==> config.mk <==
export PLATFORM = sky130hd
export DESIGN_NAME = wake_deadline_table_unit
export DESIGN_NICKNAME = d
export VERILOG_FILES = /design/src/sv/wdt_pkg.sv /design/src/sv/wake_deadline_table_unit.sv /design/src/sv/wdt_ctrl.sv /design/src/sv/wdt_dp.sv
export SDC_FILE = /design/constraint.sdc
export NUM_CORES = 1
export LEC_CHECK = 0
export BUFFER_PORTS_ARGS = -buffer_cell sky130_fd_sc_hd__buf_2
export CAP_MARGIN = 40
export CORE_MARGIN = 2
export CORE_UTILIZATION = 50
export CTS_CLUSTER_DIAMETER = 40
export DETAILED_ROUTE_END_ITERATION = 10
export PLACE_DENSITY = 0.73
export SLEW_MARGIN = 20
export SYNTH_ARGS = -nofsm -noshare
export SYNTH_HDL_FRONTEND = slang
export SYNTH_SLANG_ARGS = --single-unit
==> constraint.sdc <==
create_clock -name clk -period 14.8 [get_ports clk]
set_input_delay 0 -clock clk [delete_from_list [all_inputs] [get_ports clk]]
set_output_delay 0 -clock clk [all_outputs]
set_load 0.05 [all_outputs]
==> src/sv/wdt_pkg.sv <==
// ----------------------------------------------------------------------------
// Wake deadline table package
// Shared constants, codes and controller/datapath interface types.
// ----------------------------------------------------------------------------
package wdt_pkg;

  // Table sizes.
  localparam int SLOT_COUNT    = 8;
  localparam int BLOCKER_COUNT = 8;

  // Index widths into the slot and blocker arrays (at least one bit).
  localparam int SLOT_IW = (SLOT_COUNT > 1) ? $clog2(SLOT_COUNT) : 1;
  localparam int BLK_IW  = (BLOCKER_COUNT > 1) ? $clog2(BLOCKER_COUNT) : 1;

  // Field widths.
  localparam int FUNC_W   = 3;
  localparam int INDEX_W  = 4;
  localparam int WORD_W   = 32;
  localparam int ACTION_W = 2;
  localparam int DELAY_W  = 42;

  // Constants of the timing arithmetic.
  localparam logic [WORD_W-1:0]  EPOCH_RESET   = 32'd1000000000;
  localparam logic [WORD_W-1:0]  DELAY_CAP     = 32'h7FFF_FFFF;
  localparam logic [DELAY_W-1:0] MS_PER_SECOND = 42'd1000;

  // Operation codes.
  localparam logic [FUNC_W-1:0] FUNC_QUERY     = 3'd0;
  localparam logic [FUNC_W-1:0] FUNC_SCHED_EP  = 3'd1;
  localparam logic [FUNC_W-1:0] FUNC_SCHED_DLY = 3'd2;
  localparam logic [FUNC_W-1:0] FUNC_CANCEL    = 3'd3;
  localparam logic [FUNC_W-1:0] FUNC_BLOCKER   = 3'd4;

  // Wake actions.
  localparam logic [ACTION_W-1:0] ACTION_SILENT     = 2'd0;
  localparam logic [ACTION_W-1:0] ACTION_FOREGROUND = 2'd1;

  // Slot kinds.
  typedef enum logic [1:0] {
    KIND_NONE  = 2'd0,
    KIND_EPOCH = 2'd1,
    KIND_MONO  = 2'd2
  } kind_t;

  // Controller states.
  typedef enum logic [2:0] {
    ST_IDLE,
    ST_UPDATE,
    ST_SCAN,
    ST_DRAIN,
    ST_PUBLISH
  } state_t;

  // Commands from the controller to the datapath.
  typedef struct packed {
    logic capture;     // latch the accepted input beat
    logic apply;       // apply the table update and clear the scan
    logic scan_en;     // evaluate the slot under the scan pointer
    logic publish;     // load the result register
  } cmd_t;

  // Status from the datapath to the controller.
  typedef struct packed {
    logic scan_last;   // scan pointer is on the last slot
    logic out_busy;    // result register holds a beat that is not taken
  } status_t;

endpackage

==> src/sv/wake_deadline_table_unit.sv <==
// ----------------------------------------------------------------------------
// Wake deadline table unit
// Per-slot wake deadlines and sleep blockers; each beat applies any table update
// and returns the earliest usable wake delay and the sleep permission.
//
//   Channel  Direction  Handshake              Payload
//   in_      input      in_valid / in_ready    func, indexes, request, now
//   out_     output     out_valid / out_ready  plan_found, delay, action, sleep_ok
//   cfg_     input      cfg_valid / cfg_ready  min_trusted_epoch (cfg_data)
//
// A beat passes from acceptance to result through an update state, a scan of
// the slots one at a time through the shared evaluation unit, a drain state that
// folds in the last slot, and a publish state that loads the result register.
// Reset is synchronous and active low; it arms no slot and clears all blockers.
// A stalled result holds in its register; the next input beat is accepted
// meanwhile and waits at publish until that result is taken.
// ----------------------------------------------------------------------------
module wake_deadline_table_unit (
  input  logic                            clk,
  input  logic                            rst_n,
  // Configuration.
  input  logic                            cfg_valid,
  output logic                            cfg_ready,
  input  logic [wdt_pkg::WORD_W-1:0]      cfg_data,
  // Input channel.
  input  logic                            in_valid,
  output logic                            in_ready,
  input  logic [wdt_pkg::FUNC_W-1:0]      in_func,
  input  logic [wdt_pkg::INDEX_W-1:0]     in_source_index,
  input  logic [wdt_pkg::WORD_W-1:0]      in_epoch_seconds,
  input  logic [wdt_pkg::WORD_W-1:0]      in_delay_request_ms,
  input  logic [wdt_pkg::ACTION_W-1:0]    in_request_action,
  input  logic [wdt_pkg::INDEX_W-1:0]     in_blocker_index,
  input  logic                            in_blocker_active,
  input  logic [wdt_pkg::WORD_W-1:0]      in_now_ms,
  input  logic [wdt_pkg::WORD_W-1:0]      in_wall_secs,
  // Result channel.
  output logic                            out_valid,
  input  logic                            out_ready,
  output logic                            out_plan_found,
  output logic [wdt_pkg::DELAY_W-1:0]     out_wake_wait_ms,
  output logic [wdt_pkg::ACTION_W-1:0]    out_wake_action,
  output logic                            out_sleep_ok
);

  wdt_pkg::cmd_t    cmd;
  wdt_pkg::status_t status;
  logic             cfg_wr;

  // The threshold register takes a write in any cycle.
  assign cfg_ready = 1'b1;
  assign cfg_wr    = cfg_valid && cfg_ready;

  wdt_ctrl u_ctrl (
    .clk      (clk),
    .rst_n    (rst_n),
    .in_valid (in_valid),
    .in_ready (in_ready),
    .status   (status),
    .cmd      (cmd)
  );

  wdt_dp u_dp (
    .clk                 (clk),
    .rst_n               (rst_n),
    .cmd                 (cmd),
    .status              (status),
    .cfg_wr              (cfg_wr),
    .cfg_data            (cfg_data),
    .in_func             (in_func),
    .in_source_index     (in_source_index),
    .in_epoch_seconds    (in_epoch_seconds),
    .in_delay_request_ms (in_delay_request_ms),
    .in_request_action   (in_request_action),
    .in_blocker_index    (in_blocker_index),
    .in_blocker_active   (in_blocker_active),
    .in_now_ms           (in_now_ms),
    .in_wall_secs        (in_wall_secs),
    .out_valid           (out_valid),
    .out_ready           (out_ready),
    .out_plan_found      (out_plan_found),
    .out_wake_wait_ms    (out_wake_wait_ms),
    .out_wake_action     (out_wake_action),
    .out_sleep_ok        (out_sleep_ok)
  );

endmodule

==> src/sv/wdt_ctrl.sv <==
// ----------------------------------------------------------------------------
// Wake deadline table controller
// Sequences capture, update, slot scan and result publish for each beat.
// ----------------------------------------------------------------------------
module wdt_ctrl (
  input  logic             clk,
  input  logic             rst_n,
  input  logic             in_valid,
  output logic             in_ready,
  input  wdt_pkg::status_t status,
  output wdt_pkg::cmd_t    cmd
);

  wdt_pkg::state_t state_r;
  wdt_pkg::state_t state_nxt;

  // State register.
  always_ff @(posedge clk) begin
    if (!rst_n) begin
      state_r <= wdt_pkg::ST_IDLE;
    end else begin
      state_r <= state_nxt;
    end
  end

  // Next-state logic.
  always_comb begin
    state_nxt = state_r;
    unique case (state_r)
      wdt_pkg::ST_IDLE: begin
        if (in_valid) state_nxt = wdt_pkg::ST_UPDATE;
      end
      wdt_pkg::ST_UPDATE: begin
        state_nxt = wdt_pkg::ST_SCAN;
      end
      wdt_pkg::ST_SCAN: begin
        if (status.scan_last) state_nxt = wdt_pkg::ST_DRAIN;
      end
      wdt_pkg::ST_DRAIN: begin
        state_nxt = wdt_pkg::ST_PUBLISH;
      end
      wdt_pkg::ST_PUBLISH: begin
        if (!status.out_busy) state_nxt = wdt_pkg::ST_IDLE;
      end
      default: begin
        state_nxt = wdt_pkg::ST_IDLE;
      end
    endcase
  end

  // Output decode.
  always_comb begin
    in_ready    = 1'b0;
    cmd         = '0;
    unique case (state_r)
      wdt_pkg::ST_IDLE: begin
        in_ready    = 1'b1;
        cmd.capture = in_valid;
      end
      wdt_pkg::ST_UPDATE: begin
        cmd.apply = 1'b1;
      end
      wdt_pkg::ST_SCAN: begin
        cmd.scan_en = 1'b1;
      end
      wdt_pkg::ST_DRAIN: begin
        cmd = '0;
      end
      wdt_pkg::ST_PUBLISH: begin
        cmd.publish = !status.out_busy;
      end
      default: begin
        cmd = '0;
      end
    endcase
  end

endmodule

==> src/sv/wdt_dp.sv <==
// ----------------------------------------------------------------------------
// Wake deadline table datapath
// Slot and blocker storage, threshold register, two-stage slot scan and
// the result register.
// ----------------------------------------------------------------------------
module wdt_dp (
  input  logic                            clk,
  input  logic                            rst_n,
  input  wdt_pkg::cmd_t                   cmd,
  output wdt_pkg::status_t                status,
  // Configuration.
  input  logic                            cfg_wr,
  input  logic [wdt_pkg::WORD_W-1:0]      cfg_data,
  // Input beat.
  input  logic [wdt_pkg::FUNC_W-1:0]      in_func,
  input  logic [wdt_pkg::INDEX_W-1:0]     in_source_index,
  input  logic [wdt_pkg::WORD_W-1:0]      in_epoch_seconds,
  input  logic [wdt_pkg::WORD_W-1:0]      in_delay_request_ms,
  input  logic [wdt_pkg::ACTION_W-1:0]    in_request_action,
  input  logic [wdt_pkg::INDEX_W-1:0]     in_blocker_index,
  input  logic                            in_blocker_active,
  input  logic [wdt_pkg::WORD_W-1:0]      in_now_ms,
  input  logic [wdt_pkg::WORD_W-1:0]      in_wall_secs,
  // Result beat.
  output logic                            out_valid,
  input  logic                            out_ready,
  output logic                            out_plan_found,
  output logic [wdt_pkg::DELAY_W-1:0]     out_wake_wait_ms,
  output logic [wdt_pkg::ACTION_W-1:0]    out_wake_action,
  output logic                            out_sleep_ok
);

  localparam int SC = wdt_pkg::SLOT_COUNT;
  localparam int BC = wdt_pkg::BLOCKER_COUNT;
  localparam int SIW = wdt_pkg::SLOT_IW;
  localparam int BIW = wdt_pkg::BLK_IW;

  // Captured input beat.
  logic [wdt_pkg::FUNC_W-1:0]   func_r;
  logic [wdt_pkg::INDEX_W-1:0]  src_r;
  logic [wdt_pkg::WORD_W-1:0]   ep_r;
  logic [wdt_pkg::WORD_W-1:0]   dly_r;
  logic [wdt_pkg::ACTION_W-1:0] act_r;
  logic [wdt_pkg::INDEX_W-1:0]  blk_r;
  logic                         bact_r;
  logic [wdt_pkg::WORD_W-1:0]   now_ms_r;
  logic [wdt_pkg::WORD_W-1:0]   now_ep_r;

  // Threshold register and table storage.
  logic [wdt_pkg::WORD_W-1:0]   min_epoch_r;
  wdt_pkg::kind_t               kind_r   [SC];
  logic [wdt_pkg::WORD_W-1:0]   value_r  [SC];
  logic [wdt_pkg::ACTION_W-1:0] action_r [SC];
  logic [BC-1:0]                blk_flags_r;

  // Scan pointer, stage registers and running best.
  logic [SIW-1:0]               idx_r;
  logic                         stg_v_r;
  logic                         stg_use_r;
  logic [wdt_pkg::DELAY_W-1:0]  stg_d_r;
  logic [wdt_pkg::ACTION_W-1:0] stg_act_r;
  logic                         found_r;
  logic [wdt_pkg::DELAY_W-1:0]  best_r;
  logic [wdt_pkg::ACTION_W-1:0] best_act_r;

  // Result register.
  logic                         out_valid_r;
  logic                         out_found_r;
  logic [wdt_pkg::DELAY_W-1:0]  out_delay_r;
  logic [wdt_pkg::ACTION_W-1:0] out_act_r;
  logic                         out_can_r;

  // Update decode.
  logic                         src_ok;
  logic                         blk_ok;
  logic [SIW-1:0]               src_sel;
  logic [BIW-1:0]               blk_sel;
  logic [wdt_pkg::WORD_W-1:0]   dly_capped;

  // Slot evaluation.
  logic [wdt_pkg::WORD_W-1:0]   ep_diff;
  logic [wdt_pkg::WORD_W-1:0]   ms_diff;
  logic                         eval_use;
  logic [wdt_pkg::DELAY_W-1:0]  eval_d;

  // Capture the accepted beat.
  always_ff @(posedge clk) begin
    if (cmd.capture) begin
      func_r   <= in_func;
      src_r    <= in_source_index;
      ep_r     <= in_epoch_seconds;
      dly_r    <= in_delay_request_ms;
      act_r    <= in_request_action;
      blk_r    <= in_blocker_index;
      bact_r   <= in_blocker_active;
      now_ms_r <= in_now_ms;
      now_ep_r <= in_wall_secs;
    end
  end

  // Threshold register.
  always_ff @(posedge clk) begin
    if (!rst_n) begin
      min_epoch_r <= wdt_pkg::EPOCH_RESET;
    end else if (cfg_wr) begin
      min_epoch_r <= cfg_data;
    end
  end

  // Index range checks and the capped delay.
  always_comb begin
    src_ok     = ({1'b0, src_r} < (wdt_pkg::INDEX_W + 1)'(SC));
    blk_ok     = ({1'b0, blk_r} < (wdt_pkg::INDEX_W + 1)'(BC));
    src_sel    = src_r[SIW-1:0];
    blk_sel    = blk_r[BIW-1:0];
    dly_capped = (dly_r > wdt_pkg::DELAY_CAP) ? wdt_pkg::DELAY_CAP : dly_r;
  end

  // Slot table update.
  always_ff @(posedge clk) begin
    if (!rst_n) begin
      for (int i = 0; i < SC; i++) begin
        kind_r[i]   <= wdt_pkg::KIND_NONE;
        value_r[i]  <= '0;
        action_r[i] <= wdt_pkg::ACTION_SILENT;
      end
    end else if (cmd.apply && src_ok) begin
      case (func_r)
        wdt_pkg::FUNC_SCHED_EP: begin
          if (ep_r != '0) begin
            kind_r[src_sel]   <= wdt_pkg::KIND_EPOCH;
            value_r[src_sel]  <= ep_r;
            action_r[src_sel] <= act_r;
          end
        end
        wdt_pkg::FUNC_SCHED_DLY: begin
          kind_r[src_sel]   <= wdt_pkg::KIND_MONO;
          value_r[src_sel]  <= now_ms_r + dly_capped;
          action_r[src_sel] <= act_r;
        end
        wdt_pkg::FUNC_CANCEL: begin
          kind_r[src_sel]   <= wdt_pkg::KIND_NONE;
          value_r[src_sel]  <= '0;
          action_r[src_sel] <= wdt_pkg::ACTION_SILENT;
        end
        default: begin
          // Queries and blocker writes leave the slots alone.
        end
      endcase
    end
  end

  // Blocker flags.
  always_ff @(posedge clk) begin
    if (!rst_n) begin
      blk_flags_r <= '0;
    end else if (cmd.apply && blk_ok && (func_r == wdt_pkg::FUNC_BLOCKER)) begin
      blk_flags_r[blk_sel] <= bact_r;
    end
  end

  // Delay of the slot under the scan pointer.
  always_comb begin
    ep_diff  = value_r[idx_r] - now_ep_r;
    ms_diff  = value_r[idx_r] - now_ms_r;
    eval_use = 1'b0;
    eval_d   = '0;
    case (kind_r[idx_r])
      wdt_pkg::KIND_EPOCH: begin
        eval_use = (now_ep_r >= min_epoch_r);
        if (value_r[idx_r] > now_ep_r) begin
          eval_d = wdt_pkg::DELAY_W'(ep_diff) * wdt_pkg::MS_PER_SECOND;
        end
      end
      wdt_pkg::KIND_MONO: begin
        eval_use = 1'b1;
        if ((ms_diff != '0) && !ms_diff[wdt_pkg::WORD_W-1]) begin
          eval_d = wdt_pkg::DELAY_W'(ms_diff);
        end
      end
      default: begin
        eval_use = 1'b0;
      end
    endcase
  end

  // Scan pointer and the evaluation stage.
  always_ff @(posedge clk) begin
    if (!rst_n) begin
      idx_r   <= '0;
      stg_v_r <= 1'b0;
    end else begin
      stg_v_r <= cmd.scan_en;
      if (cmd.apply) begin
        idx_r <= '0;
      end else if (cmd.scan_en && !status.scan_last) begin
        idx_r <= idx_r + 1'b1;
      end
    end
  end

  always_ff @(posedge clk) begin
    if (cmd.scan_en) begin
      stg_use_r <= eval_use;
      stg_d_r   <= eval_d;
      stg_act_r <= action_r[idx_r];
    end
  end

  // Running minimum; foreground wins a tie.
  always_ff @(posedge clk) begin
    if (cmd.apply) begin
      found_r    <= 1'b0;
      best_r     <= '0;
      best_act_r <= wdt_pkg::ACTION_SILENT;
    end else if (stg_v_r && stg_use_r) begin
      if (!found_r || (stg_d_r < best_r)) begin
        found_r    <= 1'b1;
        best_r     <= stg_d_r;
        best_act_r <= stg_act_r;
      end else if ((stg_d_r == best_r) && (stg_act_r == wdt_pkg::ACTION_FOREGROUND)) begin
        best_act_r <= wdt_pkg::ACTION_FOREGROUND;
      end
    end
  end

  // Result register.
  always_ff @(posedge clk) begin
    if (!rst_n) begin
      out_valid_r <= 1'b0;
    end else if (cmd.publish) begin
      out_valid_r <= 1'b1;
    end else if (out_ready) begin
      out_valid_r <= 1'b0;
    end
  end

  always_ff @(posedge clk) begin
    if (cmd.publish) begin
      out_found_r <= found_r;
      out_delay_r <= best_r;
      out_act_r   <= best_act_r;
      out_can_r   <= ~|blk_flags_r;
    end
  end

  // Status and result ports.
  always_comb begin
    status.scan_last = (idx_r == SIW'(SC - 1));
    status.out_busy  = out_valid_r && !out_ready;
    out_valid        = out_valid_r;
    out_plan_found   = out_found_r;
    out_wake_wait_ms = out_delay_r;
    out_wake_action  = out_act_r;
    out_sleep_ok     = out_can_r;
  end

endmodule
==> impl_metrics.py <==
metrics = {
    "outcome": {
        "status": "finished clean",
    },
    "critical_path": {
        "path_delay_family": "compound AO/OA/AOI/OAI gates",
        "r2r-end": "u_dp.stg_d_r[39]",
        "cp_max_fo": 54,
        "worst-path-buf-inv": 5,
        "endpoint_kind": "flop",
        "rr_worst_depth": 31,
        "cp.arrival_ps": 9680,
        "critical_path_required_ps": 15170,
        "max_stage_delay_ps": 690,
        "r2r_setup_slack_ps": 5490,
        "crit_type": "reg -> reg",
        "crit_slowest_cell": "buf_4",
        "start_kind": "flop",
    },
    "synth": {
        "ys_top_cells_by_area": "edfxtp_1 44%, ha_1 8.7%, fa_1 6.0%",
        "synth_top_family_by_area": "adder cells",
        "syn_area_per_cell_um2": 11.7,
        "ys.flop_type": "edfxtp_1",
        "yosys.area.top_type_share_pct": 43.7,
        "synthMuxAreaShare_pct": 6.49,
        "synth_fp_nets": 3593,
        "ys_seq_area_share_pct": 49.1,
        "synthCells": 3059,
        "synth_fa_ha_area_share_pct": 14.9,
        "yosys.area_share.xor_xnor_pct": 3.39,
        "synthArstFlopShare_pct": 0,
        "synth-compound-area-share_pct": 10.7,
        "synth_simple_gate_area_share_pct": 10.8,
        "yosysTopAreaCell": "edfxtp_1",
        "yosys_warnings": 0,
        "syn_area_um2": 35800,
        "yosys.cell_types.count": 97,
        "synth_edf_count": 521,
        "ys_ff_latch": 617,
    },
    "sta": {
        "rsz0062_at_grt": "no",
        "skew_ps": 62.9,
        "tightest_slew_ps": 968,
        "setup_slack_ps": 5490,
        "period_share_pct": 62.9,
        "timing.hold.ws_ps": 38.8,
        "period_minus_slack_ps": 9310,
        "finalSetupTns_ps": 0,
        "hold_viol": 0,
        "setup_viol": 0,
        "max_freq_ghz": 0.107,
        "slew_violations": 0,
        "relSlewSlack_pct": 35.5,
    },
    "floorplanning": {
        "die_area_um2": 73700,
        "io_pins": 228,
        "rows": 98,
        "coreArea_um2": 71100,
        "start_util_pct": 50.3,
        "die-height_um": 271,
        "die_width_um": 271,
    },
    "final_layout": {
        "final_core_util_pct": 60.1,
        "layout_commonest_cell": "edfxtp_1",
        "nets": 4008,
        "drive_gt1_share_pct": 17.1,
        "syn_to_final_growth_pct": 19.5,
        "mostFrequentLayoutCells": "521 x edfxtp_1, 359 x nor2_1, 317 x inv_1",
    },
    "place": {
        "io_buffers": 226,
        "place_ws_ps": 5540,
        "dpl.hpwl_um": 65300,
        "place.gp.congestion": 0.914,
    },
    "cts": {
        "numCtsBuffers": 84,
        "clk_pin_slew_ps": 60,
        "h-tree-depth": 3,
        "tritoncts": "done",
        "insertion_delay_ps": 670,
        "cts-root-buf": "clkbuf_16",
        "clk_path_buf_depth": 3,
        "clock_sinks": 617,
        "cts-resized-gates": 0,
    },
    "route": {
        "dr_total_vias": 25900,
        "post_drt_wl_per_cell_um": 21.5,
        "drc_errors": 0,
        "drt-total-wl_um": 96700,
        "first_pass_iters": 6,
        "ant_nets": 0,
        "vias_per_cell": 5.74,
        "drt_iter0_drc": 2417,
    },
    "hold_path": {
        "worstHoldPathCells": 2,
        "worstHoldEndpoint": "u_dp.dly_r[3]",
        "hp-class": "in -> reg",
        "min-delay-start": "in_delay_request_ms[3]",
    },
    "global_route": {
        "grt.total_usage_pct": 26.1,
        "antenna_found_initial": 9,
        "grt-ovfl-total": 0,
        "grt_pass1_vias": 25800,
        "grt_pass1_wl_um": 147000,
        "grt_max_degree": 89,
    },
    "flow_run": {
        "drv_cap": 0,
    },
}
stage by stage:
stage / cell area (um2) / instances
2_1_floorplan: 35800 / 3059
3_5_place_dp: 38100 / 4157
6_report: 42800 / 4502
3_3_place_gp: 37900 / 4150
5_1_grt: 42800 / 4500
4_1_cts: 42700 / 4491
worst max-delay path by stage:
stage | cells after the start | slack [ps] | startpoint | to
after global routing | 31 | 4930 | flop | u_dp.stg_d_r[39]
final | 31 | 5490 | flop | u_dp.stg_d_r[39]
after CTS | 31 | 5490 | flop | u_dp.stg_d_r[39]
after detailed placement | 31 | 5540 | flop | u_dp.stg_d_r[39]
after floorplan | 34 | 6090 | flop | u_dp.stg_d_r[39]
after global placement | 28 | 5660 | flop | u_dp.stg_d_r[39]
worst reg2reg max path: cells and delay by family (launching register included):
kind | cells | cell delay (ps)
buffers and inverters | 5 | 1010
DFF | 1 | 550
and+or+nand+nor | 1 | 90
muxes | 2 | 780
xor gates and xnor gates | 1 | 600
adders and majority gates | 7 | 2890
AOI/OAI and AO/OA | 15 | 3090
cell usage after synthesis, types with 50 or more instances:
library cell,number
a21o_1,102
dfxtp_1,96
nor2b_1,52
clkbuf_1,92
xnor2_1,79
nand3_1,75
nor2_1,359
ha_1,248
mux4_2,72
a21oi_1,122
edfxtp_1,521
xor2_1,50
o31ai_1,55
inv_1,317
fa_1,107
nand2_1,119
o21ai_0,50
layout make-up:
cell class,instances,area (um2)
fillers,5533,28400
flip-flops and latches,617,17600
multi-input cells,2003,16600
repair buffers,447,3300
clock buffers,99,2190
inverters,321,1200
well taps,950,1190
clock inverters,58,679
diodes,7,17.5
timing repair:
| item | in CTS | in global routing |
|---|---|---|
| endpoints found under the setup margin | 0 | 0 |
| hold buffers | 177 | 0 |
| buffers inserted | 0 | 0 |
| endpoints found under the hold margin | 185 | 0 |
state kept, by name (all words and copies together) (netlist names), 3 cells and up, named ones only:
name                   count
u_dp.now_ep_r             32
u_dp.value_r             256
u_dp.idx_r                 3
u_dp.dly_r                32
u_dp.stg_d_r              42
u_dp.action_r             16
u_ctrl.state_r             3
u_dp.ep_r                 32
u_dp.out_wake_wait_ms     42
u_dp.min_epoch_r          32
u_dp.src_r                 4
u_dp.best_r               42
u_dp.kind_r               16
u_dp.blk_r                 4
u_dp.now_ms_r             32
u_dp.blk_flags_r           8
u_dp.func_r                3
kinds of logic (layout without fill, tap and decap cells):
group / count (synthesis) / after routing
adder cells (fa/ha/maj): 362 / 362
multiplexers: 138 / 138
XOR/XNOR: 134 / 134
other: 1 / 8
flip-flops: 617 / 617
AO/OA/AOI/OAI: 551 / 551
buffers and inverters: 439 / 925
AND/OR/NAND/NOR: 817 / 817
routing by layer:
metal	vias to the layer above	GRT usage [%]	wire, um
li1	11900	-	-
met1	12500	32.7	38000
met2	1208	43.3	46400
met3	260	6.19	8330
met4	4	11.1	3950
met5	-	0	27
Power is left out: the tool's default activity adds up to more than one toggle a clock period on the data nets, which glitch-free logic cannot reach.
